### config.mk
export PLATFORM = sky130hd
export DESIGN_NAME = msl_front
export DESIGN_NICKNAME = d
export VERILOG_FILES = /design/src/sv/msl_pkg.sv /design/src/sv/msl_front.sv
export SDC_FILE = /design/constraint.sdc
export NUM_CORES = 1
export LEC_CHECK = 0
export BUFFER_PORTS_ARGS = -buffer_cell sky130_fd_sc_hd__buf_4
export CAP_MARGIN = 20
export CELL_PAD_IN_SITES_DETAIL_PLACEMENT = 1
export CELL_PAD_IN_SITES_GLOBAL_PLACEMENT = 2
export CORE_AREA = 5 5 123 125
export CTS_BUF_LIST = sky130_fd_sc_hd__clkbuf_8
export CTS_CLUSTER_DIAMETER = 200
export DETAILED_ROUTE_END_ITERATION = 6
export DIE_AREA = 0 0 128 130
export HOLD_SLACK_MARGIN = 0.08
export PLACE_DENSITY_LB_ADDON = 0.1
export SYNTH_ARGS = -nofsm -noshare
export SYNTH_HDL_FRONTEND = slang
export SYNTH_SLANG_ARGS = --single-unit
### constraint.sdc
create_clock -name clock -period 6.8 [get_ports clock]
set_input_delay 0.34 -clock clock [delete_from_list [all_inputs] [get_ports clock]]
set_output_delay 0.34 -clock clock [all_outputs]
set_load 0.02 [all_outputs]
### src/sv/msl_pkg.sv
// Shared types, constants and helper functions for the multi-joint slew limiter.
// No dependencies; every other file of the block refers to this package by scoped names.

package msl_pkg;

   localparam int JOINT_COUNT_DEF = 29;

   localparam int ANGLE_W = 24;
   localparam int GAIN_W  = 16;

   // Depth of the request queue between the front end and the joint engine.
   localparam int CMDQ_DEPTH = 4;

   // Slew rates in rad/s, Q8.8.
   localparam logic [GAIN_W-1:0] SLEW_FLOOR = 16'd3;
   localparam logic [GAIN_W-1:0] SLEW_SLOW  = 16'd512;
   localparam logic [GAIN_W-1:0] SLEW_MID   = 16'd1024;
   localparam logic [GAIN_W-1:0] SLEW_FAST  = 16'd1536;

   // Joint groups for the power-up slew rates.
   localparam logic [7:0] SLOW_LAST    = 8'd14;
   localparam logic [7:0] FAST_A_FIRST = 8'd19;
   localparam logic [7:0] FAST_A_LAST  = 8'd21;
   localparam logic [7:0] FAST_B_FIRST = 8'd26;
   localparam logic [7:0] FAST_B_LAST  = 8'd28;

   // Register map: word index of each control register.
   localparam int CSR_DAMPING = 0;

   // Opcodes as they arrive on the request port.
   typedef enum logic [2:0] {
      OPC_MEASURE = 3'd0,
      OPC_COMMAND = 3'd1,
      OPC_TICK    = 3'd2,
      OPC_READ    = 3'd3,
      OPC_SLEW    = 3'd4,
      OPC_CLEAR   = 3'd5
   } opcode_type;

   // Work the engine carries out after classification.
   typedef enum logic [2:0] {
      ACT_READ,
      ACT_MEASURE,
      ACT_COMMAND,
      ACT_TICK,
      ACT_SLEW,
      ACT_CLEAR
   } action_type;

   typedef struct packed {
      action_type                act;
      logic                      ok;
      logic [7:0]                joint;
      logic signed [ANGLE_W-1:0] position;
      logic [GAIN_W-1:0]         kp;
      logic [GAIN_W-1:0]         kd;
      logic signed [GAIN_W-1:0]  tau;
      logic [GAIN_W-1:0]         rate;
      logic [GAIN_W-1:0]         dt;
      logic                      estop;
   } cmd_type;

   typedef struct packed {
      logic signed [ANGLE_W-1:0] cmd;
      logic signed [ANGLE_W-1:0] goal;
      logic signed [ANGLE_W-1:0] meas;
      logic [GAIN_W-1:0]         kp;
      logic [GAIN_W-1:0]         kd;
      logic signed [GAIN_W-1:0]  tau;
      logic [GAIN_W-1:0]         slew;
   } row_type;

   typedef struct packed {
      logic                      joint_on;
      logic signed [ANGLE_W-1:0] position_cmd;
      logic signed [ANGLE_W-1:0] position_goal;
      logic [GAIN_W-1:0]         drive_kp;
      logic [GAIN_W-1:0]         drive_kd;
      logic signed [GAIN_W-1:0]  drive_tau;
      logic [GAIN_W-1:0]         stored_kp;
      logic [GAIN_W-1:0]         stored_kd;
      logic                      estop_now;
      logic                      bad_index;
   } res_type;

   typedef enum logic [2:0] {
      ENG_IDLE,
      ENG_SWEEP,
      ENG_DRAIN,
      ENG_FETCH,
      ENG_SEND
   } eng_state_type;

   // Power-up slew rate of a joint, by joint group.
   function automatic logic [GAIN_W-1:0] default_slew(input logic [7:0] j);
      logic [GAIN_W-1:0] r;
      if (j <= SLOW_LAST) begin
         r = SLEW_SLOW;
      end else if ((j >= FAST_A_FIRST && j <= FAST_A_LAST) ||
                   (j >= FAST_B_FIRST && j <= FAST_B_LAST)) begin
         r = SLEW_FAST;
      end else begin
         r = SLEW_MID;
      end
      return r;
   endfunction

endpackage

### src/sv/msl_front.sv
// Front end of the slew limiter: takes requests, range-checks the joint index,
// floors the slew rate and hands classified work to the request queue. Uses msl_pkg.

module msl_front #(
   parameter int JOINT_COUNT = msl_pkg::JOINT_COUNT_DEF
) (
   input  logic                                  clock,
   input  logic                                  reset,
   input  logic                                  req_push,
   output logic                                  req_full,
   input  logic [2:0]                            req_opcode,
   input  logic [7:0]                            req_joint,
   input  logic signed [msl_pkg::ANGLE_W-1:0]    req_position,
   input  logic [msl_pkg::GAIN_W-1:0]            req_stiffness,
   input  logic [msl_pkg::GAIN_W-1:0]            req_damping,
   input  logic signed [msl_pkg::GAIN_W-1:0]     req_torque,
   input  logic [msl_pkg::GAIN_W-1:0]            req_rate,
   input  logic [msl_pkg::GAIN_W-1:0]            req_tick_time,
   input  logic                                  req_estop,
   input  logic                                  q_full,
   output logic                                  q_push,
   output msl_pkg::cmd_type                      q_data
);

   logic             front_vld_ff, front_vld_in;
   msl_pkg::cmd_type front_ff, front_in;
   msl_pkg::cmd_type dec;
   logic             accept;

   // Classify the incoming request.
   always_comb begin
      dec          = '0;
      dec.ok       = ({1'b0, req_joint} < 9'(JOINT_COUNT));
      dec.joint    = dec.ok ? req_joint : 8'd0;
      dec.position = req_position;
      dec.kp       = req_stiffness;
      dec.kd       = req_damping;
      dec.tau      = req_torque;
      dec.rate     = (req_rate < msl_pkg::SLEW_FLOOR) ? msl_pkg::SLEW_FLOOR : req_rate;
      dec.dt       = req_tick_time;
      dec.estop    = req_estop;
      case (req_opcode)
         msl_pkg::OPC_MEASURE: begin
            dec.act = dec.ok ? msl_pkg::ACT_MEASURE : msl_pkg::ACT_READ;
         end
         msl_pkg::OPC_COMMAND: begin
            dec.act = dec.ok ? msl_pkg::ACT_COMMAND : msl_pkg::ACT_READ;
         end
         msl_pkg::OPC_SLEW: begin
            dec.act = dec.ok ? msl_pkg::ACT_SLEW : msl_pkg::ACT_READ;
         end
         msl_pkg::OPC_TICK: begin
            dec.act = msl_pkg::ACT_TICK;
         end
         msl_pkg::OPC_CLEAR: begin
            dec.act = msl_pkg::ACT_CLEAR;
         end
         default: begin
            dec.act = msl_pkg::ACT_READ;
         end
      endcase
   end

   assign req_full = front_vld_ff & q_full;
   assign accept   = req_push & ~req_full;
   assign q_push   = front_vld_ff & ~q_full;
   assign q_data   = front_ff;

   always_comb begin
      front_in     = front_ff;
      front_vld_in = front_vld_ff;
      if (accept) begin
         front_in     = dec;
         front_vld_in = 1'b1;
      end else if (q_push) begin
         front_vld_in = 1'b0;
      end
   end

   always_ff @(posedge clock) begin
      if (reset) begin
         front_vld_ff <= 1'b0;
      end else begin
         front_vld_ff <= front_vld_in;
      end
      front_ff <= front_in;
   end

endmodule

# --- Yosys cells after proc, flatten, opt, wreduce, memory -nomap -nowiden ---
# Cells that the tools add are included.
totals:
  in_bits: 120
  out_inout_bits: 119
  ff_bits: 118
  wordCells: 30
classes:
  muxes: 6
  n_reduce_logical: 2
  n_lt_le_gt_ge: 2
  bitwise_logic: 5
  n_eq_ne: 4
op_table:
  columns: ["op", "count"]
  rows:
  - ["< comparator 16 x 2 -> 1 bit (second input constant)", 1]
  - ["one-hot mux 3 bit (5 select lines)", 1]
  - ["< comparator 8 x 5 -> 1 bit (second input constant)", 1]
  - ["== test 3 bit (second input constant)", 2]
  - ["bitwise AND 1 bit", 3]
  - ["== test 3 x 1 -> 1 bit (second input constant)", 1]
  - ["== test 3 x 2 -> 1 bit (second input constant)", 1]
  - ["zero test 3 bit", 1]
  - ["two-way mux 1 bit", 3]
  - ["two-way mux 3 bit", 1]
  - ["two-way mux 2 bit", 1]
  - ["inverter 1 bit", 2]
  - ["nonzero test 2 bit", 1]

# --- Logic depth before layout (Yosys ltp) ---
logic_depth:
  depth_word: 4
  mapped_depth: 3
  ltp_nobuf: 3

# --- Least setup slack after synthesis ---
# Ideal clock, no wire load.
synth_path:
  kind: "input-to-reg"
  startpoint: "in q_full"
  endpoint: "reg front_ff, in the netlist q_data[0] (enable)"
  n_path_buf: 0
  required_ns: 6.194
  slack_ns: 0.460
  t_arrival_ns: 5.734
  setup_ns: 0.606
  path_stages: 2
  path_cell_list: "and2_1 > nor2b_1"
synth_via:
  elab_chain_cells: 3
synth_lines:
  columns: ["element", "line_no", "rtl"]
  rows:
  - ["start: declaration", "msl_front.sv:20", "input logic q_full,"]
  - ["bitwise AND 1 bit", "msl_front.sv:64", "assign req_full = front_vld_ff & q_full;"]
  - ["inverter 1 bit", "msl_front.sv:65", "assign accept = req_push & ~req_full;"]
  - ["bitwise AND 1 bit", "msl_front.sv:65", null]
  - ["via accept", "msl_front.sv:28", "logic accept;"]
  - ["end signal: assignment", "msl_front.sv:86", "front_ff <= front_in;"]
  - ["end: declaration", "msl_front.sv:26", "msl_pkg::cmd_type front_ff, front_in;"]
# The timed path passes the listed nets, and every way through them passes these cells.
# A chain may end at the register's enable or synchronous reset.

# --- Worst setup path in the final report ---
layout_path:
  startpoint: "reg front_vld_ff"
  endpoint: "reg front_ff, in the netlist q_data[106] (enable)"
layout_via:
  elab_chain_cells: 3
layout_lines:
  columns: ["element", "line_no", "rtl"]
  rows:
  - ["start: declaration", "msl_front.sv:25", "logic front_vld_ff, front_vld_in;"]
  - ["start signal: assignment", "msl_front.sv:84", "front_vld_ff <= front_vld_in;"]
  - ["bitwise AND 1 bit", "msl_front.sv:64", null]
  - ["inverter 1 bit", "msl_front.sv:65", null]
  - ["bitwise AND 1 bit", "msl_front.sv:65", null]
  - ["via accept", "msl_front.sv:28", null]
# The timed path passes the listed nets, and every way through them passes these cells.

==> impl_summary.md <==
Routing
The residual antenna-violating net count after detailed routing is 0. The starting DRC count in detailed routing is around 130. In the final routed layout, each cell accounts on average for 17.8 um. In the routed layout, each cell is associated on average with a via count of 4.04. After detailed routing, the number of remaining DRC violations is 0.

The first-pass iteration count of the detailed router is 4. Summed over all layers, the routed wires come to 12500 um. For this block, the via count after detailed routing is 2841.

Synth
The portion of synthesized cell area occupied by the leading cell type is 0.925. The mapped cell area is between 0.003 and 0.004 mm^2. Synthesis instantiated 21 different standard cells from the library.

The number of instances in the synthesized netlist is 161. In this run, synthesis produced a sequential element count of 118. The post-synthesis cell type with the largest combined area is sky130_fd_sc_hd__edfxtp_1. The Yosys step of the flow raised 0 warnings.

The sequential element share of the synthesized area is 0.930. Sorting the synthesized cells by area gives the leading types as sky130_fd_sc_hd__edfxtp_1 (92%), sky130_fd_sc_hd__clkbuf_1 (1.4%), sky130_fd_sc_hd__and3_2 (0.99%). The synthesized area per cell is 23.6 um^2.

Worst setup path
Along the worst path, the maximum fanout reaches 58. The type of element launching the critical path is a flop. The biggest cell delay along the critical path is about 630 ps. Traced cell by cell, the critical path runs through and2_1, nor2b_4, buf_4, buf_16. The cell type of the slowest stage on the worst timing path is sky130_fd_sc_hd__nor2b_4. Data arrives at the worst endpoint at 2430 ps. At the worst endpoint, the required time is 6900 ps. The setup check on the worst reg-to-reg path leaves a slack of 4460 ps. The critical path is of the flop to flop type. The worst setup path is captured at a flop.

Global routing
The first global-routing pass estimated 17900 um of wire. Across every metal layer, demand over resource in global routing totals 0.148. Entering global routing, the biggest net connects approximately 90 pins.

The via count of the first global-routing pass is approximately 3200. The number of antenna violations at the first check in global routing is 0. For this run the aggregate overflow at the end of global routing stands at 0.

STA
Setup violations remaining at the end of the flow were counted as 0. The setup TNS after final layout is 0 ps. The measured slew at the worst slew-check pin is 783 ps. The final period demand of the worst path is 2340 ps. The worst hold margin is 162 ps.

In the finished design, the share of the clock period the worst path needs comes to 0.343. Setup repair after global routing left no endpoint under its margin. The number of hold-slack violations in the final timing report is 0.

The count of final max-slew check failures is 0. For this run, the top clock speed supported by timing is 428 MHz. The worst slew margin relative to its limit is 0.477.

The largest clock skew in the final design is 5.68 ps.

Pwr
The leakage power total is 3.05 nW. The worst-case IR drop observed on VDD is 0.0955 mV. The cell area power density is around 240 mW/mm^2.

Clock tree
The tree is rooted in a sky130_fd_sc_hd__clkbuf_8. In this run the number of H-tree levels came out at 4. After clock tree synthesis, the clock-pin slew on the worst setup and hold paths is around 70 ps. The TritonCTS clock tree is yes. Clock latency on the worst-skew pair, taken at its later pin, is ~400 ps.

The number of post-CTS setup repair buffers is 0. The clock drives 118 sinks. The clock buffer count from CTS is 17. The deepest clock path buffer count is 2.

Place
The cell total after placement is ~570. In this run the cell area measured after placement is 0.00578 mm^2. The half-perimeter wire length after detailed placement is 8420 um. During placement, the flow inserted port buffers numbering between 200 and 250.

The final RePlAce weighted congestion is 0.754.

Final layout
The share of layout cells above drive strength 1 is 0.527. The final layout contains 632 nets. The count of inserted antenna diode cells is 0. The count of cells in the finished layout, fillers not included, comes to 704. The area of all placed cells without fillers is 0.00725 mm^2. The number of inserted filler cells in the final layout is 1379. The library cells used most frequently in the layout, excluding fill and tap cells, are sky130_fd_sc_hd__buf_4 (239), sky130_fd_sc_hd__edfxtp_1 (117), sky130_fd_sc_hd__dlygate4sd3_1 (104). Relative to the synthesized area, the layout overhead comes to 90.9%. The most frequent standard cell in the layout excluding fill and tap cells is sky130_fd_sc_hd__buf_4.

Die
The die is about 130 um wide. The area enclosed by the die boundary is 0.0166 mm^2. For this configuration, the core starts out at a cell density of 0.276. The floorplan step defined a core boundary enclosing 0.0138 mm^2. The floorplan step set the die height to 130 um. For this design the top-level I/O count stands at 239. The number of placement rows is 43.

Status
The flow ran to the end, and the final reports show no timing, DRC or antenna violations.

Hold path
The kind of path behind the tightest hold check is primary input to flop.

Flow run
The tool flagged a number of max-cap violations equal to 0.
-- critical path, delay by kind of cell (launching register included) --
kind | cells | cell delay (ps)
simple gates | 2 | 800
flops | 1 | 300
buf+inv | 2 | 840
-- power breakdown --
group	internal, mW	switching [mW]	total [mW]
combinational	0.137	0.119	0.255
clock	0.388	0.266	0.654
sequential	0.851	0.0121	0.863
total	1.38	0.397	1.77
-- Yosys cell counts, drive strengths merged --
cell type	count
nand3	1
nor2	4
dfxtp	1
o21a	1
clkbuf	14
nor2b	3
nor3b	1
nor3	1
conb	1
nand4	1
nor4	3
a22oi	1
or2b	1
and2	2
nand2	1
edfxtp	117
nand2b	1
o2111ai	1
a32o	1
and3	5
-- metal layers --
metal | GRT usage | routed length (um) | vias up
met4 | 0.0774 | 362 | 0
li1 | - | - | 1320
met1 | 0.135 | 4040 | 1369
met5 | 0 | 0 | -
met3 | 0.0520 | 912 | 22
met2 | 0.287 | 7220 | 130
-- through the flow --
step / util / setup WS, ps / total power, mW
3_3_place_gp: 0.420 / 4060 / 1.08
5_1_grt: 0.526 / 4280 / 1.85
2_1_floorplan: - / 460 / 0.960
4_1_cts: 0.524 / 4200 / 1.79
3_5_place_dp: 0.420 / 4020 / 1.08
6_report: 0.526 / 4460 / 1.77
-- kinds of logic (layout without fill, tap and decap cells) --
group,count (synthesis),in the layout,synth area share
flip-flops,118,118,0.930
buffers and inverters,14,375,0.0138
AO/OA/AOI/OAI,4,4,0.0135
other,1,3,0.000987
AND/OR/NAND/NOR,24,24,0.0415
-- timing repair --
| action | CTS | global route |
|---|---|---|
| hold endpoints to repair | 104 | 0 |
| gates resized for setup | 0 | 0 |
| hold buffers | 104 | 0 |
-- sequential cells by signal (all words and copies together), names as in the netlist --
signal and cells:
front_vld_ff 1, q_data 117
-- worst paths after layout --
kind,startpoint,endpoint,depth (start not counted)
max,front_vld_ff,q_data[106],4
min,req_push,front_vld_ff,3
max reg2reg,front_vld_ff,q_data[106],4
min reg2reg,front_vld_ff,front_vld_ff,3
-- cell type report --
class / count / area [um^2] / share of cell area
Clock buffer: 17 / 234 / 0.0323
Clock inverter: 14 / 168 / 0.0231
Multi-Input combinational cell: 31 / 228 / 0.0314
Sequential cell: 118 / 3530 / 0.487
Tap cell: 180 / 225 / 0.0311
Timing Repair Buffer: 344 / 2860 / 0.395
No activity file was read; power rests on OpenSTA's default activity.
