$ cat src/sv/msl_pkg.sv
// Shared types, constants and helper functions for the multi-joint slew limiter.
// No dependencies; every other file of the block refers to this package by scoped names.

package msl_pkg;

   localparam int JOINT_COUNT_DEF = 29;

   localparam int ANGLE_W = 24;
   localparam int GAIN_W  = 16;

   // Depth of the request queue between the front end and the joint engine.
   localparam int CMDQ_DEPTH = 4;

   // Slew rates in rad/s, Q8.8.
   localparam logic [GAIN_W-1:0] SLEW_FLOOR = 16'd3;
   localparam logic [GAIN_W-1:0] SLEW_SLOW  = 16'd512;
   localparam logic [GAIN_W-1:0] SLEW_MID   = 16'd1024;
   localparam logic [GAIN_W-1:0] SLEW_FAST  = 16'd1536;

   // Joint groups for the power-up slew rates.
   localparam logic [7:0] SLOW_LAST    = 8'd14;
   localparam logic [7:0] FAST_A_FIRST = 8'd19;
   localparam logic [7:0] FAST_A_LAST  = 8'd21;
   localparam logic [7:0] FAST_B_FIRST = 8'd26;
   localparam logic [7:0] FAST_B_LAST  = 8'd28;

   // Register map: word index of each control register.
   localparam int CSR_DAMPING = 0;

   // Opcodes as they arrive on the request port.
   typedef enum logic [2:0] {
      OPC_MEASURE = 3'd0,
      OPC_COMMAND = 3'd1,
      OPC_TICK    = 3'd2,
      OPC_READ    = 3'd3,
      OPC_SLEW    = 3'd4,
      OPC_CLEAR   = 3'd5
   } opcode_type;

   // Work the engine carries out after classification.
   typedef enum logic [2:0] {
      ACT_READ,
      ACT_MEASURE,
      ACT_COMMAND,
      ACT_TICK,
      ACT_SLEW,
      ACT_CLEAR
   } action_type;

   typedef struct packed {
      action_type                act;
      logic                      ok;
      logic [7:0]                joint;
      logic signed [ANGLE_W-1:0] position;
      logic [GAIN_W-1:0]         kp;
      logic [GAIN_W-1:0]         kd;
      logic signed [GAIN_W-1:0]  tau;
      logic [GAIN_W-1:0]         rate;
      logic [GAIN_W-1:0]         dt;
      logic                      estop;
   } cmd_type;

   typedef struct packed {
      logic signed [ANGLE_W-1:0] cmd;
      logic signed [ANGLE_W-1:0] goal;
      logic signed [ANGLE_W-1:0] meas;
      logic [GAIN_W-1:0]         kp;
      logic [GAIN_W-1:0]         kd;
      logic signed [GAIN_W-1:0]  tau;
      logic [GAIN_W-1:0]         slew;
   } row_type;

   typedef struct packed {
      logic                      joint_on;
      logic signed [ANGLE_W-1:0] position_cmd;
      logic signed [ANGLE_W-1:0] position_goal;
      logic [GAIN_W-1:0]         drive_kp;
      logic [GAIN_W-1:0]         drive_kd;
      logic signed [GAIN_W-1:0]  drive_tau;
      logic [GAIN_W-1:0]         stored_kp;
      logic [GAIN_W-1:0]         stored_kd;
      logic                      estop_now;
      logic                      bad_index;
   } res_type;

   typedef enum logic [2:0] {
      ENG_IDLE,
      ENG_SWEEP,
      ENG_DRAIN,
      ENG_FETCH,
      ENG_SEND
   } eng_state_type;

   // Power-up slew rate of a joint, by joint group.
   function automatic logic [GAIN_W-1:0] default_slew(input logic [7:0] j);
      logic [GAIN_W-1:0] r;
      if (j <= SLOW_LAST) begin
         r = SLEW_SLOW;
      end else if ((j >= FAST_A_FIRST && j <= FAST_A_LAST) ||
                   (j >= FAST_B_FIRST && j <= FAST_B_LAST)) begin
         r = SLEW_FAST;
      end else begin
         r = SLEW_MID;
      end
      return r;
   endfunction

endpackage

$ cat src/sv/msl_queue.sv
// Short first-in first-out queue of classified requests between front end and engine.
// Uses msl_pkg for the entry type and depth.

module msl_queue (
   input  logic             clock,
   input  logic             reset,
   input  logic             push,
   input  msl_pkg::cmd_type din,
   output logic             full,
   input  logic             pop,
   output msl_pkg::cmd_type dout,
   output logic             empty
);

   localparam int PTR_W = (msl_pkg::CMDQ_DEPTH > 1) ? $clog2(msl_pkg::CMDQ_DEPTH) : 1;

   msl_pkg::cmd_type slots_ff [msl_pkg::CMDQ_DEPTH];
   logic [PTR_W-1:0] wr_ptr_ff, wr_ptr_in;
   logic [PTR_W-1:0] rd_ptr_ff, rd_ptr_in;
   logic [PTR_W:0]   count_ff, count_in;
   logic             do_push, do_pop;

   assign full    = (count_ff == (PTR_W+1)'(msl_pkg::CMDQ_DEPTH));
   assign empty   = (count_ff == '0);
   assign do_push = push & ~full;
   assign do_pop  = pop & ~empty;
   assign dout    = slots_ff[rd_ptr_ff];

   always_comb begin
      wr_ptr_in = wr_ptr_ff;
      rd_ptr_in = rd_ptr_ff;
      count_in  = count_ff;
      if (do_push) begin
         wr_ptr_in = (wr_ptr_ff == PTR_W'(msl_pkg::CMDQ_DEPTH - 1)) ? '0 : wr_ptr_ff + 1'b1;
      end
      if (do_pop) begin
         rd_ptr_in = (rd_ptr_ff == PTR_W'(msl_pkg::CMDQ_DEPTH - 1)) ? '0 : rd_ptr_ff + 1'b1;
      end
      if (do_push && !do_pop) begin
         count_in = count_ff + 1'b1;
      end else if (do_pop && !do_push) begin
         count_in = count_ff - 1'b1;
      end
   end

   always_ff @(posedge clock) begin
      if (reset) begin
         wr_ptr_ff <= '0;
         rd_ptr_ff <= '0;
         count_ff  <= '0;
      end else begin
         wr_ptr_ff <= wr_ptr_in;
         rd_ptr_ff <= rd_ptr_in;
         count_ff  <= count_in;
      end
   end

   always_ff @(posedge clock) begin
      if (do_push) begin
         slots_ff[wr_ptr_ff] <= din;
      end
   end

endmodule

$ cat config.mk
export PLATFORM = sky130hd
export DESIGN_NAME = msl_queue
export DESIGN_NICKNAME = d
export VERILOG_FILES = /design/src/sv/msl_pkg.sv /design/src/sv/msl_queue.sv
export SDC_FILE = /design/constraint.sdc
export NUM_CORES = 1
export LEC_CHECK = 0
export BUFFER_PORTS_ARGS = -buffer_cell sky130_fd_sc_hd__buf_2
export CORE_MARGIN = 5
export CORE_UTILIZATION = 61
export CTS_CLUSTER_SIZE = 25
export DETAILED_ROUTE_END_ITERATION = 8
export GPL_TIMING_DRIVEN = 0
export PLACE_DENSITY = 0.83
export SYNTH_ARGS = -nofsm -noshare
export SYNTH_HDL_FRONTEND = slang
export SYNTH_SLANG_ARGS = --single-unit
$ cat constraint.sdc
create_clock -name clock -period 6.7 [get_ports clock]
set_input_delay 1.005 -clock clock [delete_from_list [all_inputs] [get_ports clock]]
set_output_delay 1.005 -clock clock [all_outputs]
set_load 0.01 [all_outputs]
; ---- Word-level counts from Yosys, hierarchy flattened
; Memory sizes are Yosys's and may differ from the RTL's. A register that Yosys moved wholly into a read port is not among the register bits.
; Index checks and enable logic that the tools add are counted.
[word_totals]
mem_bits_rw = 468
wordCells = 29
output_inout_bits = 119
input_bits = 121
n_memories = 1
register_bits = 7
[op_classes]
add_sub_neg = 4
n_mux = 8
bitwise_logic = 4
n_eq_ne = 3
reduce_logical = 6
[memory_table]
columns = name, words, word_bits, read_ports, rd_ports_with_merged_regs, write_ports, line_no
row1 = slots_ff, 4, 117, 1, 1, 1, msl_queue.sv:17  ; msl_pkg::cmd_type slots_ff [msl_pkg::CMDQ_DEPTH];
[op_table]
columns = cell, n
row1 = $mux W2, 4
row2 = $mux W3, 2
row3 = $add A2 B1 Y2 const B, 2
row4 = $eq A2 B2 Y1 const B, 2
row5 = $add A3 B1 Y3 const B, 1
row6 = $eq A3 B3 Y1 const B, 1
row7 = $logic_not A3 Y1, 1
row8 = $sub A3 B1 Y3 const B, 1
row9 = $and A1 B1 Y1, 2
row10 = $logic_and A1 B1 Y1, 2
row11 = $logic_not A1 Y1, 2
row12 = $mux W1, 2
row13 = $not A1 Y1, 2
row14 = $reduce_bool A2 Y1, 1

; ---- Longest topological paths before layout
; Gate-level depths: netlist (run 1).
[logic_depth]
word_depth = 7
depth_mapped = 10
depth_no_buf = 9

; ---- Least setup slack after synthesis (run 1)
; OpenSTA, ideal clock, no wires.
[synth_path]
path_kind = input to register
startpoint = input port push
endpoint = memory slots_ff[3][0] (netlist bit), enable pin
t_required_ns = 6.210
setup_ns = 0.490
path_slack_ns = 2.456
arrival_time_ns = 3.754
path_buffers = 0
stages = 1
cell_sequence = and3_1
[synth_via]
elab_chain_cells = 3
[synth_rtl]
columns = element, line_no
row1 = from (decl), msl_queue.sv:7  ; input logic push,
row2 = $and A1 B1 Y1, msl_queue.sv:25  ; assign do_push = push & ~full;
row3 = $mux W1, msl_queue.sv:59  ; if (do_push) begin
row4 = $mux W1 (implied by the code), msl_queue.sv:60  ; slots_ff[wr_ptr_ff] <= din;
row5 = to (decl), msl_queue.sv:17
; Every way passes these cells.

==> results.json, run 1 <==
{
  "clock_sinks": 477,
  "fmaxAchievable_mhz": 297,
  "yosys_warnings": 0,
  "tritoncts": "yes",
  "worst_path_most_repeated_cell": "buf_2",
  "overflow": 0,
  "avgRoutedWirePerCell_um": 25.4,
  "mostFrequentLayoutCells": "edfxtp_1, buf_2, mux4_2, clkbuf_16, clkbuf_1",
  "ff2ff_setup_slack_ps": 4210,
  "ys.flop_type": "edfxtp_1",
  "end_kind": "output pin",
  "core_um2": 27900,
  "first_pass_iters": 4,
  "final.period_utilization": 0.503,
  "synth_edf_count": 468,
  "initialDrtViolationCount": 602,
  "async_reset_ff_frac": 0,
  "clk_latency_ps": 530,
  "max-cap-violations": 0,
  "post_cts_buffers": 0,
  "setup_violations": 0,
  "path_cells": "buf_2 > buf_2 > buf_2 > mux4_2 > buf_2",
  "seq_area_frac_synth": 0.822,
  "clockBufferDepth": 3,
  "root_buffer": "clkbuf_16",
  "fillers": 1535,
  "ios": 240,
  "met3_length_mm": 3.65,
  "dieArea_um2": 31800,
  "finalSetupTns_ps": 0,
  "regToRegStartpoint": "count_ff[1]$_SDFFE_PP0P_",
  "place_ws_ps": 3890,
  "drv_slew": 0,
  "wl_mm": 34.8,
  "total_power_mw": 7.93,
  "status": "finished clean",
  "total_leakage_power_nw": 7.02,
  "fin_worst_skew_ps": 24.9,
  "dp_cells": 1285,
  "drtAntennaViolNets": 0,
  "final_nets": 1082,
  "finalHoldViolations": 0,
  "worstPathArrival_ps": 2360,
  "cp-start-kind": "flop",
  "final_common_cell": "edfxtp_1",
  "syn_inst": 661,
  "m1WireLength_mm": 12.9,
  "initial_core_util": 0.620,
  "period_minus_slack_ps": 3370,
  "critPathKind": "reg2out",
  "die_w_um": 178,
  "wl_met2_mm": 17.8,
  "ys_types": 23,
  "r2r-end": "count_ff[2]$_SDFFE_PP0P_",
  "ys_seq_elements": 477,
  "top_layer_used": "met5",
  "dpl_cell_area_um2": 19200,
  "area_growth_syn_to_layout_pct": 19.9,
  "fin_area_um2": 20800,
  "die_y_um": 178,
  "drc": 0,
  "syn_area_um2": 17300,
  "postSynthAreaPerCell_um2": 26.2,
  "instances_no_fill": 1370,
  "cp.required_ps": 5690,
  "hold_path_class": "reg2reg",
  "h-tree-depth": 2,
  "worst_pin_slew_ps": 660,
  "antenna_found_initial": 10,
  "vias": 8056,
  "path_clk_slew_ps": 60,
  "pwr_density_cell_nw_per_um2": 382,
  "rows": 61,
  "slew_headroom": 0.560,
  "setup.worst_path.end": "dout[95]",
  "synth_fp_nets": 789,
  "port_buffers": 238,
  "drive_above_1_share": 0.459,
  "grt_pass1_wl_mm": 52.1,
  "rsz0062_at_grt": "false",
  "cts_resized": 0,
  "gp_congestion": 0.690,
  "cpMaxStageDelayCell": "mux4_2",
  "crit_path_max_fanout": 10,
  "worst_slack_ps": 3330,
  "dp_hpwl_mm": 20.7,
  "grt_max_degree": 61,
  "ctsHoldBuffers": 0,
  "globalRouteTotalUtil": 0.222,
  "slowest_delay_ps": 390,
  "vdd_drop_max_mv": 0.309,
  "cts_made_buffers": 45,
  "r2r_cells": 10,
  "grt_pass1_vias": 8582,
  "via_per_inst": 5.88
}
## layout make-up
cell class | instances | area, um2 | area share
plain buffers | 28 | 164 | 0.00790
repair buffers | 246 | 1410 | 0.0680
diodes | 5 | 12.5 | 0.000603
clock inverters | 27 | 328 | 0.0158
well taps | 378 | 473 | 0.0228
inverters | 5 | 20.0 | 0.000965
flip-flops and latches | 477 | 14200 | 0.686
multi-input cells | 151 | 2910 | 0.140
clock buffers | 53 | 1200 | 0.0578
## worst min-delay path by stage
| stage | start | endpoint | slack (ps) | cells past startpoint |
|---|---|---|---|---|
| after floorplan | rd_ptr_ff[0]$_SDFFE_PP0P_ | flop | 460 | 2 |
| final | rd_ptr_ff[0]$_SDFFE_PP0P_ | flop | 510 | 2 |
| after detailed placement | rd_ptr_ff[0]$_SDFFE_PP0P_ | flop | 490 | 2 |
| after global routing | rd_ptr_ff[0]$_SDFFE_PP0P_ | flop | 520 | 2 |
| after global placement | rd_ptr_ff[0]$_SDFFE_PP0P_ | rd_ptr_ff[0]$_SDFFE_PP0P_ | 480 | 2 |
| after CTS | rd_ptr_ff[0]$_SDFFE_PP0P_ | flop | 500 | 2 |
## critical path: cells and delay by family (launching register included)
| family | cells | cell delay (ps) |
|---|---|---|
| buffers and inverters | 4 | 1110 |
| multiplexers | 1 | 390 |
| flip-flops | 1 | 310 |
## per-layer routing
layer  GRT usage  up-vias
met4      0.0397       12
li1            -     3458
met1       0.297     4138
met5           0        -
met2       0.369      398
met3      0.0731       50
## power by group
group          switching [mW]  leakage (nW)  internal, mW  total, mW
combinational           0.875          1.91         0.765       1.64
clock                    1.02         0.753          1.58       2.60
sequential             0.0846          4.36          3.61       3.69
## metrics by stage
step	hold WS, ps	util
3_3_place_gp	484	0.679
5_1_grt	519	0.743
4_1_cts	503	0.742
6_report	509	0.743
2_1_floorplan	463	-
3_5_place_dp	493	0.688
## cell usage after synthesis (3+ instances only)
| library cell | instances | area, um2 |
|---|---|---|
| inv_1 | 4 | 15.0 |
| clkbuf_1 | 8 | 30.0 |
| and3_1 | 4 | 25.0 |
| ha_1 | 6 | 75.1 |
| edfxtp_1 | 468 | 14100 |
| a21oi_1 | 3 | 15.0 |
| nor2_1 | 4 | 15.0 |
| buf_6 | 5 | 56.3 |
| buf_2 | 14 | 70.1 |
| dfxtp_1 | 9 | 180 |
| mux4_2 | 117 | 2640 |
## flip-flops by register name, indices dropped and copies added, names as in the netlist, named ones only
signal	cells
wr_ptr_ff	2
rd_ptr_ff	2
count_ff	3
slots_ff	468
## cells by family after synthesis
logic type,synth area share
DFF,0.822
AOI/OAI and AO/OA,0.00231
adders and majority gates,0.00549
muxes,0.153
buffers and inverters,0.0106
xor gates and xnor gates,0.00101
and+or+nand+nor,0.00491
Power figures use the tool's default switching activity.
==> run 2: changes to the inputs <==
- ABC_AREA: default -> 1
- CORE_UTILIZATION: 61 -> 57
- PLACE_DENSITY: 0.83 -> 0.78
- clock period: 6.7 -> 3.5 ns (I/O delays scaled with it)
==> run 2 against run 1 <==
  * Count of clock-buffer cells in the layout rose by 5
  * Synthesized cell count rose by 82%
  * First-iteration DRC count rose by 34%
  * Final area rose by 3.1%
  * Critical path depth rose by 2
  * Critical endpoint is now dout[93]
  * Register-to-register slack got worse by 3100 ps
  * Hold slack got worse by 360 ps
  * Sequential cell count did not move
==> results.json, run 2 <==
{
  "r2r-end": "slots_ff[3][82]$_DFFE_PP_",
  "fmaxAchievable_mhz": 350,
  "clock_sinks": 477,
  "setup.worst_path.end": "dout[93]",
  "async_reset_ff_frac": 0,
  "regToRegStartpoint": "count_ff[0]$_SDFFE_PP0P_",
  "drv_slew": 0,
  "ff2ff_setup_slack_ps": 1070,
  "critPathKind": "reg2out",
  "rsz0062_at_grt": "false",
  "via_per_inst": 5.76,
  "regMostFlops": "slots_ff",
  "worst_path_most_repeated_cell": "buf_2",
  "syn_inst": 1202,
  "synth_top_area_cell": "edfxtp_1",
  "netlist.area_leader.share": 0.789,
  "max-cap-violations": 0,
  "initialDrtViolationCount": 809,
  "pwr_density_cell_nw_per_um2": 790,
  "grt_pass1_vias": 11200,
  "p_sw_mw": 5.36,
  "worstPathArrival_ps": 2330,
  "ios": 240,
  "postSynthAreaPerCell_um2": 14.8,
  "m1WireLength_mm": 15.8,
  "vdd_drop_max_mv": 0.549,
  "die_y_um": 187,
  "crit_cells": 7,
  "dp_cells": 1853,
  "synthTopCellsByCount": "edfxtp_1, nor2_1, o21ai_0",
  "met3_length_mm": 3.57,
  "avgRoutedWirePerCell_um": 21.2,
  "clk_latency_ps": 540,
  "top_regs": "slots_ff (468), count_ff (3)",
  "root_buffer": "clkbuf_16",
  "cts_resized": 0,
  "area_growth_syn_to_layout_pct": 20.1,
  "drc": 0,
  "initial_core_util": 0.580,
  "post_cts_buffers": 0,
  "wl_mm": 41.2,
  "dieArea_um2": 34900,
  "final_nets": 1633,
  "seq_area_frac_synth": 0.799,
  "p_comb_frac": 0.288,
  "ys_seq_elements": 477,
  "fin_worst_skew_ps": 10.4,
  "dp_hpwl_mm": 26.1,
  "cp.required_ps": 2970,
  "hold_path_class": "in2reg",
  "synth_fp_nets": 1330,
  "mostFrequentLayoutCells": "edfxtp_1, buf_2, nor2_1, o21ai_0, o22ai_1",
  "status": "finished clean",
  "internal_power_mw": 11.5,
  "crit_family": "buffers and inverters",
  "total_power_mw": 16.9,
  "ys.flop_type": "edfxtp_1",
  "clock_power_share": 0.292,
  "min-delay-start": "reset",
  "total_leakage_power_nw": 7.56,
  "post-route-util": 0.696,
  "yosys-top-cells-area": "edfxtp_1, o21ai_0, nor2_1",
  "core_um2": 30700,
  "path_clk_slew_ps": 60,
  "ctsHoldBuffers": 0,
  "largest_reg_flops": 468,
  "yosys_warnings": 0,
  "port_buffers": 239,
  "cp-start-kind": "flop",
  "instances_no_fill": 1942,
  "first_pass_iters": 5,
  "final_common_cell": "edfxtp_1",
  "slew_headroom": 0.508,
  "final.period_utilization": 0.817,
  "globalRouteTotalUtil": 0.228,
  "drive_above_1_share": 0.234,
  "setup_violations": 0,
  "end_kind": "output pin",
  "gp_congestion": 0.757,
  "h-tree-depth": 2,
  "die_w_um": 187,
  "rows": 64,
  "overflow": 0,
  "clockBufferDepth": 3,
  "finalHoldViolations": 0,
  "path_buf_inv": 5,
  "cts_made_buffers": 46,
  "yosysMostFrequentCell": "edfxtp_1",
  "tritoncts": "yes",
  "slowest_delay_ps": 300,
  "drtAntennaViolNets": 0,
  "cpMaxStageDelayCell": "dfxtp_1",
  "path_cells": "buf_4 > clkinv_2 > clkbuf_2 > buf_2 > o21ai_1 > o22ai_1 > buf_2",
  "wl_met2_mm": 20.7,
  "antenna_found_initial": 9,
  "r2r_cells": 6,
  "grt_pass1_wl_mm": 62.6,
  "crit_path_max_fanout": 10,
  "vias": 11200,
  "top_layer_used": "met5",
  "power.share.sequential": 0.420,
  "ys_types": 23,
  "netSwitchingFraction": 0.317,
  "synth_edf_count": 468,
  "period_minus_slack_ps": 2860,
  "syn_area_um2": 17800,
  "grt_max_degree": 32,
  "worst_pin_slew_ps": 736
}
==> run 2: cell types whose count changed after synthesis, moves of 4 or more <==
cell / change
nor2_1: +247
o21ai_0: +187
mux4_2: -117
o22ai_1: +117
o21ai_1: +46
clkbuf_1: +34
buf_6: +14
nand2_1: +13
inv_1: +12
and3_1: -4
buf_2: -4
==> run 2: worst min path at each step <==
stage	slack, ps	cells past startpoint	end
5_1_grt	140	2	count_ff[0]$_SDFFE_PP0P_
4_1_cts	130	2	count_ff[0]$_SDFFE_PP0P_
3_3_place_gp	510	2	rd_ptr_ff[1]$_SDFFE_PP0P_
3_5_place_dp	520	2	count_ff[1]$_SDFFE_PP0P_
2_1_floorplan	480	2	flop
6_report	150	2	count_ff[0]$_SDFFE_PP0P_
==> run 2: power groups by stage <==
stage,combinational [mW],sequential (mW),clock [mW]
after floorplan,2.74,7.24,0
after global placement,4.65,7.31,0
after detailed placement,4.89,7.21,0
after CTS,4.92,7.09,5.01
after global routing,5.31,7.13,5.27
final,4.87,7.09,4.93
==> run 2: kinds of logic (layout without fill, tap and decap cells) <==
logic type                 count (synthesis)  in the layout  share of synthesized area
AOI/OAI and AO/OA                        354            354                      0.108
other                                      0              5                          0
and+or+nand+nor                          269            269                     0.0573
DFF                                      477            477                      0.799
xor gates and xnor gates                   1              1                   0.000492
adders and majority gates                  7              7                    0.00534
buffers and inverters                     94            433                     0.0305
==> run 2: routing by layer <==
layer  track usage  vias up
met5             0        -
met4        0.0603       14
met3        0.0551       85
met2         0.385      467
met1         0.302     5464
li1              -     5152
==> run 2: through the flow <==
| step | TNS [ps] | cell area (um2) | hold slack, ps | worst slack (ps) |
|---|---|---|---|---|
| floorplan | -338180 | 17800 | 483 | -723 |
| global placement | -1386480 | 19500 | 507 | -3040 |
| detailed placement | 0 | 19900 | 522 | 1010 |
| CTS | 0 | 21400 | 134 | 599 |
| global route | 0 | 21400 | 140 | 506 |
| finish | 0 | 21400 | 147 | 640 |
==> run 2: cell type report <==
type	instances	area, um2
diodes	5	12.5
plain buffers	76	469
multi-input cells	631	3070
inverters	18	73.8
clock buffers	58	1220
clock inverters	26	298
well taps	396	495
fillers	2036	9350
repair buffers	255	1520
flip-flops and latches	477	14200
